==> src/rtl/rgbcfs_pkg.sv <==
// shared types, constants and helpers of the rgb colour fade sequencer
package rgbcfs_pkg;

	// sizes fixed by the register map and the item fields
	localparam int MAX_COLORS        = 5;
	localparam int TABLE_WORDS       = 5;
	localparam int LEVEL_W           = 8;
	localparam int INDEX_W           = 3;
	localparam int CFG_INTERVAL_W    = 16;
	localparam int COLOR_W           = 3 * LEVEL_W;
	localparam int CFG_ADDR_W        = 5;
	localparam int CFG_DATA_W        = 32;
	localparam int INTERVAL_BITS_DEF = 16;

	// register reset values
	localparam logic [CFG_INTERVAL_W-1:0] FADE_INTERVAL_RST = 16'd10;
	localparam logic [CFG_INTERVAL_W-1:0] HOLD_INTERVAL_RST = 16'd1000;
	localparam logic [INDEX_W-1:0]        COLOR_COUNT_RST   = 3'd5;
	localparam logic [TABLE_WORDS-1:0][COLOR_W-1:0] COLOR_WORD_RST = {
		24'hFFFFFF, 24'hFFFF00, 24'h0000FF, 24'h00FF00, 24'hFF0000
	};

	// register index, taken from the word address
	typedef enum logic [2:0] {
		REG_FADE_INTERVAL = 3'd0,
		REG_HOLD_INTERVAL = 3'd1,
		REG_COLOR_COUNT   = 3'd2,
		REG_COLOR_WORD_0  = 3'd3,
		REG_COLOR_WORD_1  = 3'd4,
		REG_COLOR_WORD_2  = 3'd5,
		REG_COLOR_WORD_3  = 3'd6,
		REG_COLOR_WORD_4  = 3'd7
	} reg_idx_t;

	// input item: tick or interact event
	typedef struct packed {
		logic              func;
		logic signed [7:0] signal_code;
	} in_item_t;

	// result item: levels after the step
	typedef struct packed {
		logic [LEVEL_W-1:0] red_duty;
		logic [LEVEL_W-1:0] green_duty;
		logic [LEVEL_W-1:0] blue_duty;
		logic [INDEX_W-1:0] current_index;
		logic               at_target;
	} out_item_t;

	// one level moves a single step towards its target
	function automatic logic [LEVEL_W-1:0] step_toward(
		input logic [LEVEL_W-1:0] lvl,
		input logic [LEVEL_W-1:0] tgt
	);
		logic [LEVEL_W-1:0] res;
		if (lvl < tgt) begin
			res = lvl + LEVEL_W'(1);
		end else if (lvl > tgt) begin
			res = lvl - LEVEL_W'(1);
		end else begin
			res = lvl;
		end
		return res;
	endfunction

endpackage

==> src/rtl/rgb_color_fade_sequencer.sv <==
// rgb colour fade sequencer: input register, step logic, result register, apb registers
// path: an item is held in the input register, then stepped into the result register, which offers it
// throughput: one item per cycle unless results stall, set by the single step pass between the registers
// the step state (levels, index, black flag, elapsed counter) updates as each item leaves the input stage
// reset: levels, index, black flag and counter clear, registers take their documented defaults
// pipeline valid flags clear on reset; payload registers are not reset
module rgb_color_fade_sequencer #(
	parameter int INTERVAL_BITS = rgbcfs_pkg::INTERVAL_BITS_DEF
) (
	input  logic                               clk,
	input  logic                               arst_n,
	input  logic                               in_valid,
	output logic                               in_ready,
	input  rgbcfs_pkg::in_item_t               in_data,
	output logic                               out_valid,
	input  logic                               out_ready,
	output rgbcfs_pkg::out_item_t              out_data,
	input  logic                               psel,
	input  logic                               penable,
	input  logic                               pwrite,
	input  logic [rgbcfs_pkg::CFG_ADDR_W-1:0]  paddr,
	input  logic [rgbcfs_pkg::CFG_DATA_W-1:0]  pwdata,
	output logic [rgbcfs_pkg::CFG_DATA_W-1:0]  prdata,
	output logic                               pready
);
	import rgbcfs_pkg::*;

	localparam int CMP_W = (INTERVAL_BITS > CFG_INTERVAL_W) ? INTERVAL_BITS : CFG_INTERVAL_W;

	// configuration registers
	logic [CFG_INTERVAL_W-1:0]           fade_interval_q;
	logic [CFG_INTERVAL_W-1:0]           hold_interval_q;
	logic [INDEX_W-1:0]                  color_count_q;
	logic [TABLE_WORDS-1:0][COLOR_W-1:0] color_word_q;

	// step state
	logic [LEVEL_W-1:0]       red_q, green_q, blue_q;
	logic [INDEX_W-1:0]       index_q;
	logic                     black_q;
	logic [INTERVAL_BITS-1:0] elapsed_q;

	// pipeline registers
	logic      valid_s1;
	in_item_t  item_s1;
	logic      out_valid_q;
	out_item_t out_q;

	logic     wr_en;
	reg_idx_t reg_sel;
	logic     advance;
	logic     fire;

	logic [INDEX_W-1:0]       cnt;
	logic [COLOR_W-1:0]       tgt_cur;
	logic [COLOR_W-1:0]       tgt_next;
	logic                     on_cur;
	logic [INTERVAL_BITS-1:0] elapsed_inc;
	logic [INTERVAL_BITS-1:0] elapsed_nx;
	logic [INDEX_W:0]         index_up;
	logic [INDEX_W-1:0]       index_nx;
	logic                     black_nx;
	logic                     do_fade;
	logic [LEVEL_W-1:0]       red_nx, green_nx, blue_nx;

	// apb port
	assign pready  = 1'b1;
	assign wr_en   = psel && penable && pwrite;
	assign reg_sel = reg_idx_t'(paddr[CFG_ADDR_W-1:2]);

	always_ff @(posedge clk or negedge arst_n) begin
		if (!arst_n) begin
			fade_interval_q <= FADE_INTERVAL_RST;
			hold_interval_q <= HOLD_INTERVAL_RST;
			color_count_q   <= COLOR_COUNT_RST;
			color_word_q    <= COLOR_WORD_RST;
		end else if (wr_en) begin
			unique case (reg_sel)
				REG_FADE_INTERVAL: fade_interval_q <= pwdata[CFG_INTERVAL_W-1:0];
				REG_HOLD_INTERVAL: hold_interval_q <= pwdata[CFG_INTERVAL_W-1:0];
				REG_COLOR_COUNT:   color_count_q   <= pwdata[INDEX_W-1:0];
				REG_COLOR_WORD_0:  color_word_q[0] <= pwdata[COLOR_W-1:0];
				REG_COLOR_WORD_1:  color_word_q[1] <= pwdata[COLOR_W-1:0];
				REG_COLOR_WORD_2:  color_word_q[2] <= pwdata[COLOR_W-1:0];
				REG_COLOR_WORD_3:  color_word_q[3] <= pwdata[COLOR_W-1:0];
				REG_COLOR_WORD_4:  color_word_q[4] <= pwdata[COLOR_W-1:0];
				default: ;
			endcase
		end
	end

	// register read back
	always_comb begin
		unique case (reg_sel)
			REG_FADE_INTERVAL: prdata = CFG_DATA_W'(fade_interval_q);
			REG_HOLD_INTERVAL: prdata = CFG_DATA_W'(hold_interval_q);
			REG_COLOR_COUNT:   prdata = CFG_DATA_W'(color_count_q);
			REG_COLOR_WORD_0:  prdata = CFG_DATA_W'(color_word_q[0]);
			REG_COLOR_WORD_1:  prdata = CFG_DATA_W'(color_word_q[1]);
			REG_COLOR_WORD_2:  prdata = CFG_DATA_W'(color_word_q[2]);
			REG_COLOR_WORD_3:  prdata = CFG_DATA_W'(color_word_q[3]);
			REG_COLOR_WORD_4:  prdata = CFG_DATA_W'(color_word_q[4]);
			default:           prdata = '0;
		endcase
	end

	// handshake: input stage moves on when the result register is free or being taken
	assign advance   = !out_valid_q || out_ready;
	assign fire      = valid_s1 && advance;
	assign in_ready  = !valid_s1 || advance;
	assign out_valid = out_valid_q;
	assign out_data  = out_q;

	// colour count clamped into 1..MAX_COLORS
	always_comb begin
		if (color_count_q == '0) begin
			cnt = INDEX_W'(1);
		end else if (color_count_q > INDEX_W'(MAX_COLORS)) begin
			cnt = INDEX_W'(MAX_COLORS);
		end else begin
			cnt = color_count_q;
		end
	end

	// target of the current index
	always_comb begin
		tgt_cur = '0;
		if (!black_q && index_q < INDEX_W'(TABLE_WORDS)) begin
			tgt_cur = color_word_q[index_q];
		end
	end

	assign on_cur = (red_q == tgt_cur[23:16]) && (green_q == tgt_cur[15:8])
		&& (blue_q == tgt_cur[7:0]);

	// saturating tick count
	assign elapsed_inc = (elapsed_q == '1) ? elapsed_q : elapsed_q + INTERVAL_BITS'(1);
	assign index_up    = {1'b0, index_q} + (INDEX_W+1)'(1);

	// step decision
	always_comb begin
		elapsed_nx = elapsed_q;
		index_nx   = index_q;
		black_nx   = black_q;
		do_fade    = 1'b0;
		if (!item_s1.func) begin
			elapsed_nx = elapsed_inc;
			if (!on_cur) begin
				if (CMP_W'(elapsed_inc) >= CMP_W'(fade_interval_q)) begin
					do_fade    = 1'b1;
					elapsed_nx = '0;
				end
			end else if (CMP_W'(elapsed_inc) >= CMP_W'(hold_interval_q)) begin
				index_nx   = (index_up >= {1'b0, cnt}) ? '0 : index_up[INDEX_W-1:0];
				black_nx   = 1'b0;
				do_fade    = 1'b1;
				elapsed_nx = '0;
			end
		end else if (item_s1.signal_code == '0) begin
			black_nx = 1'b1;
			if (index_q == '0 || index_q > cnt) begin
				index_nx = cnt - INDEX_W'(1);
			end else begin
				index_nx = index_q - INDEX_W'(1);
			end
		end
	end

	// target after the step; equals the current one on a plain fade step
	always_comb begin
		tgt_next = '0;
		if (!black_nx && index_nx < INDEX_W'(TABLE_WORDS)) begin
			tgt_next = color_word_q[index_nx];
		end
	end

	// levels after the step
	always_comb begin
		red_nx   = red_q;
		green_nx = green_q;
		blue_nx  = blue_q;
		if (do_fade) begin
			red_nx   = step_toward(red_q, tgt_next[23:16]);
			green_nx = step_toward(green_q, tgt_next[15:8]);
			blue_nx  = step_toward(blue_q, tgt_next[7:0]);
		end
	end

	// input stage valid and step state
	always_ff @(posedge clk or negedge arst_n) begin
		if (!arst_n) begin
			valid_s1    <= 1'b0;
			out_valid_q <= 1'b0;
			red_q       <= '0;
			green_q     <= '0;
			blue_q      <= '0;
			index_q     <= '0;
			black_q     <= 1'b0;
			elapsed_q   <= '0;
		end else begin
			if (in_ready) begin
				valid_s1 <= in_valid;
			end
			if (advance) begin
				out_valid_q <= valid_s1;
			end
			if (fire) begin
				red_q     <= red_nx;
				green_q   <= green_nx;
				blue_q    <= blue_nx;
				index_q   <= index_nx;
				black_q   <= black_nx;
				elapsed_q <= elapsed_nx;
			end
		end
	end

	// payload registers
	always_ff @(posedge clk) begin
		if (in_valid && in_ready) begin
			item_s1 <= in_data;
		end
		if (fire) begin
			out_q.red_duty      <= red_nx;
			out_q.green_duty    <= green_nx;
			out_q.blue_duty     <= blue_nx;
			out_q.current_index <= index_nx;
			out_q.at_target     <= (red_nx == tgt_next[23:16])
				&& (green_nx == tgt_next[15:8]) && (blue_nx == tgt_next[7:0]);
		end
	end

endmodule

==> config.mk <==
export PLATFORM = sky130hd
export DESIGN_NAME = rgb_color_fade_sequencer
export DESIGN_NICKNAME = d
export VERILOG_FILES = /design/src/rtl/rgbcfs_pkg.sv /design/src/rtl/rgb_color_fade_sequencer.sv
export SDC_FILE = /design/constraint.sdc
export NUM_CORES = 1
export LEC_CHECK = 0
export BUFFER_PORTS_ARGS = -buffer_cell sky130_fd_sc_hd__buf_2
export CELL_PAD_IN_SITES_DETAIL_PLACEMENT = 1
export CELL_PAD_IN_SITES_GLOBAL_PLACEMENT = 2
export CORE_ASPECT_RATIO = 1.2
export CORE_MARGIN = 4
export CORE_UTILIZATION = 40
export DETAILED_ROUTE_END_ITERATION = 16
export GPL_TIMING_DRIVEN = 1
export PLACE_DENSITY_LB_ADDON = 0.15
export SKIP_LAST_GASP = 1
export SLEW_MARGIN = 20
export SYNTH_ARGS = -nofsm -noshare
export SYNTH_HDL_FRONTEND = slang
export SYNTH_SLANG_ARGS = --single-unit
==> constraint.sdc <==
create_clock -name clk -period 10.4 [get_ports clk]
set_clock_uncertainty 0.05 [all_clocks]
set_input_delay 2.08 -clock clk [delete_from_list [all_inputs] [get_ports clk]]
set_output_delay 2.08 -clock clk [all_outputs]
set_load 0.05 [all_outputs]
==> reports/metrics.csv <==
stage,metric,value,unit
logic_synthesis,fraction of registers with async set/reset,84.5,%
die,IO Pins,116,
power,leak pwr,7.84,nW
routing,Avg Vias per Cell,6.09,
die,Core ar.,40900,um^2
timing,final hold violation count,0,
routing,total wire length,62.5,mm
timing,fin. max-slew vios,0,
power,PD cells,215,nW/um^2
setup_path,"Largest delay share family, worst path",simple AND/OR/NAND/NOR gates,
global_routing,largest net degree at the start of global routing,94,
logic_synthesis,synth warn,0,
logic_synthesis,post-synth top area share,19.1,%
setup_path,crit path buf inv count,3,
layout,share of layout cells above drive strength 1,27.1,%
routing,via count,14204,
setup_path,CP startpoint kind,register,
power,maximum vdd drop,0.130,mV
logic_synthesis,syn_area_per_cell,9.76,um^2
clocking,Clock transition at path regs,0.06,ns
setup_path,Worst EP required,10.77,ns
setup_path,R2R Path End,out_data[0],
die,Die ar.,44900,um^2
layout,Nets,1895,
die,Die X,194,um
placement,hpwl dp,47.2,mm
logic_synthesis,Yosys top cell by area,dfrtp_1,
global_routing,vias in the first global route,14925,
routing,WL per Instance,26.8,um
layout,Fillers,4672,
clocking,CTS tree,built,
global_routing,initial antenna violation count,0,
die,Initial Util,40.6,%
timing,crit path time final,9.45,ns
setup_path,crit path from,elapsed_q[3],
logic_synthesis,post-synth design cell area,16600,um^2
logic_synthesis,register bit total from synthesis,238,
clocking,cts bufs inserted,28,
job,Max Cap Viol,0,
timing,final worst path period share,90.8,%
global_routing,gr ovfl total,0,
clocking,post-cts sizing count,0,
outcome,status,finished clean,
timing,Worst-Margin Slew,1.05,ns
die,Die H,231,um
clocking,worst-skew pair later-pin latency,0.59,ns
setup_path,slowest cell on the critical path,dfrtp_1,
setup_path,reg2reg start,elapsed_q[3],
layout,Antenna diodes,0,
routing,TritonRoute pass-1 iters,5,
setup_path,crit-path max FO,19,
logic_synthesis,"top cells by area, synth","dfrtp_1 19%, dfstp_2 12%, mux2_2 9.4%, edfxtp_1 6.7%, ha_1 5.4%",
timing,final setup violating endpoints,0,
clocking,hold buffers post-CTS,0,
logic_synthesis,"EDFF count, synth",37,
clocking,H-tree depth,1,
clocking,root buf cell,clkbuf_16,
placement,# port buffers,96,
routing,DRT antenna net count,0,
worst_hold_path,hold crit path type,reg2reg,
clocking,Clock Sinks,238,
timing,FMAX,106,MHz
power,Design Power,3.97,mW
setup_path,"Largest stage delay, worst path",0.43,ns
logic_synthesis,Syn Inst Count,1702,
setup_path,Critical Path Stages,36,
setup_path,Setup crit end kind,register,
setup_path,CP Class,reg2reg,
setup_path,CP endpoint,out_data[0],
setup_path,r2r setup slk,0.95,ns
clocking,CTS max path bufs,3,
layout,Area Growth Syn to Fin,10.9,%
setup_path,crit path DAT,9.82,ns
placement,GPL Wtd Cong,0.949,
die,Row Count,81,
routing,DRC Markers,0,
timing,RSZ-0062 raised after global routing,no,
logic_synthesis,"Seq/Total Area, Yosys",37.5,%
logic_synthesis,Post-synth top flop,dfrtp_1,
routing,Initial DRC Count,782,
timing,Slew headroom,30.2,%
logic_synthesis,unique cell type count in the Yosys netlist,118,
global_routing,aggregate global-route resource usage,27.3,%
global_routing,global-route wire length before repair,95.0,mm
timing,setup TNS,0,ns
setup_path,R2R depth,36,
-- layout make-up --
class / count / area (um^2) / share of cell area, %
clock buffers: 45 / 857 / 4.65
multi-input cells: 1282 / 9450 / 51.3
inverters: 79 / 300 / 1.63
repair buffers: 141 / 827 / 4.49
flip-flops and latches: 238 / 6230 / 33.8
clock inverters: 7 / 90.1 / 0.489
well taps: 539 / 674 / 3.66
-- cells in the final DEF, fill, tap and decap left out, drive strengths merged, types with 37 or more instances in the layout --
| master | instances |
|---|---|
| dfrtp | 127 |
| a21oi | 82 |
| nand3 | 42 |
| xnor2 | 41 |
| edfxtp | 37 |
| buf | 140 |
| ha | 72 |
| mux2 | 139 |
| nor2 | 71 |
| mux2i | 53 |
| inv | 78 |
| clkbuf | 46 |
| o21ai | 121 |
| dfstp | 74 |
| nand2 | 220 |
-- cell families (layout without fill, tap and decap cells) --
kind of cell             count (synthesis)  in the layout  synth area share [%]
AND/OR/NAND/NOR                        498            498                  14.8
multiplexers                           215            215                  15.7
other                                    2              9                0.0452
flip-flops                             238            238                  37.5
XOR/XNOR                                52             52                  2.74
buffers and inverters                  189            272                  5.90
adder cells (fa/ha/maj)                 72             72                  5.42
AO/OA/AOI/OAI                          436            436                  17.9
-- state kept, by name, summed over array words and instances, names as in the netlist, 3 cells and up --
register	cells
blue_q	8
color_count_q	3
color_word_q	120
elapsed_q	16
fade_interval_q	16
green_q	8
hold_interval_q	16
index_q	3
item_s1	9
out_data	28
red_q	8
-- worst min path at each step --
stage	from	end	slack, ns	depth (start not counted)
6_report	valid_s1	out_valid	0.46	1
5_1_grt	valid_s1	out_valid	0.49	1
4_1_cts	valid_s1	out_valid	0.46	1
3_5_place_dp	valid_s1	out_valid	0.44	1
3_3_place_gp	valid_s1	out_valid	0.42	1
2_1_floorplan	valid_s1	out_valid	0.41	1
-- synthesized netlist by cell type, types with 17 or more instances --
| cell | count |
|---|---|
| clkbuf_1 | 60 |
| dfstp_2 | 74 |
| nor2_1 | 70 |
| mux2_2 | 138 |
| dfrtp_1 | 127 |
| xnor2_1 | 41 |
| nand2b_1 | 19 |
| mux2i_1 | 53 |
| inv_1 | 73 |
| mux4_2 | 23 |
| nand4_1 | 21 |
| a21oi_1 | 80 |
| edfxtp_1 | 37 |
| nand2_1 | 219 |
| o21ai_0 | 118 |
| ha_1 | 72 |
| nor3_1 | 17 |
| nand3_1 | 41 |
| a21o_1 | 22 |
-- repair_timing --
action                                  CTS  global route
endpoints found under the setup margin    0             1
buffers inserted                          0             1
hold endpoints to repair                  0             0
-- per-layer routing --
layer  global-route usage (%)  vias to the layer above  part of all wire (%)  wire length, um
li1                         -                     6421                     -                -
met1                     35.3                     7272                    43            26800
met2                     46.1                      391                    48            29900
met3                     3.95                      120                   4.6             2860
met4                     11.4                        0                   4.6             2900
met5                        0                        -                     0                0
-- through the flow --
stage                     hold WS (ns)  area (um^2)  setup slack (ns)  std cells  utilization (%)
after global placement           0.420        17500              1.05       2278             42.7
after detailed placement         0.441        17500             0.874       2278             42.7
final                            0.460        18400             0.955       2331             45.0
after floorplan                  0.407        16600              2.66       1709                -
after CTS                        0.464        18400             0.833       2330             45.0
after global routing             0.488        18400             0.119       2331             45.0
-- where the power goes --
group	internal (mW)	switching, mW
combinational	0.616	0.967
clock	0.611	0.420
sequential	1.15	0.208
total	2.37	1.59
No activity file was read; power rests on OpenSTA's default activity.
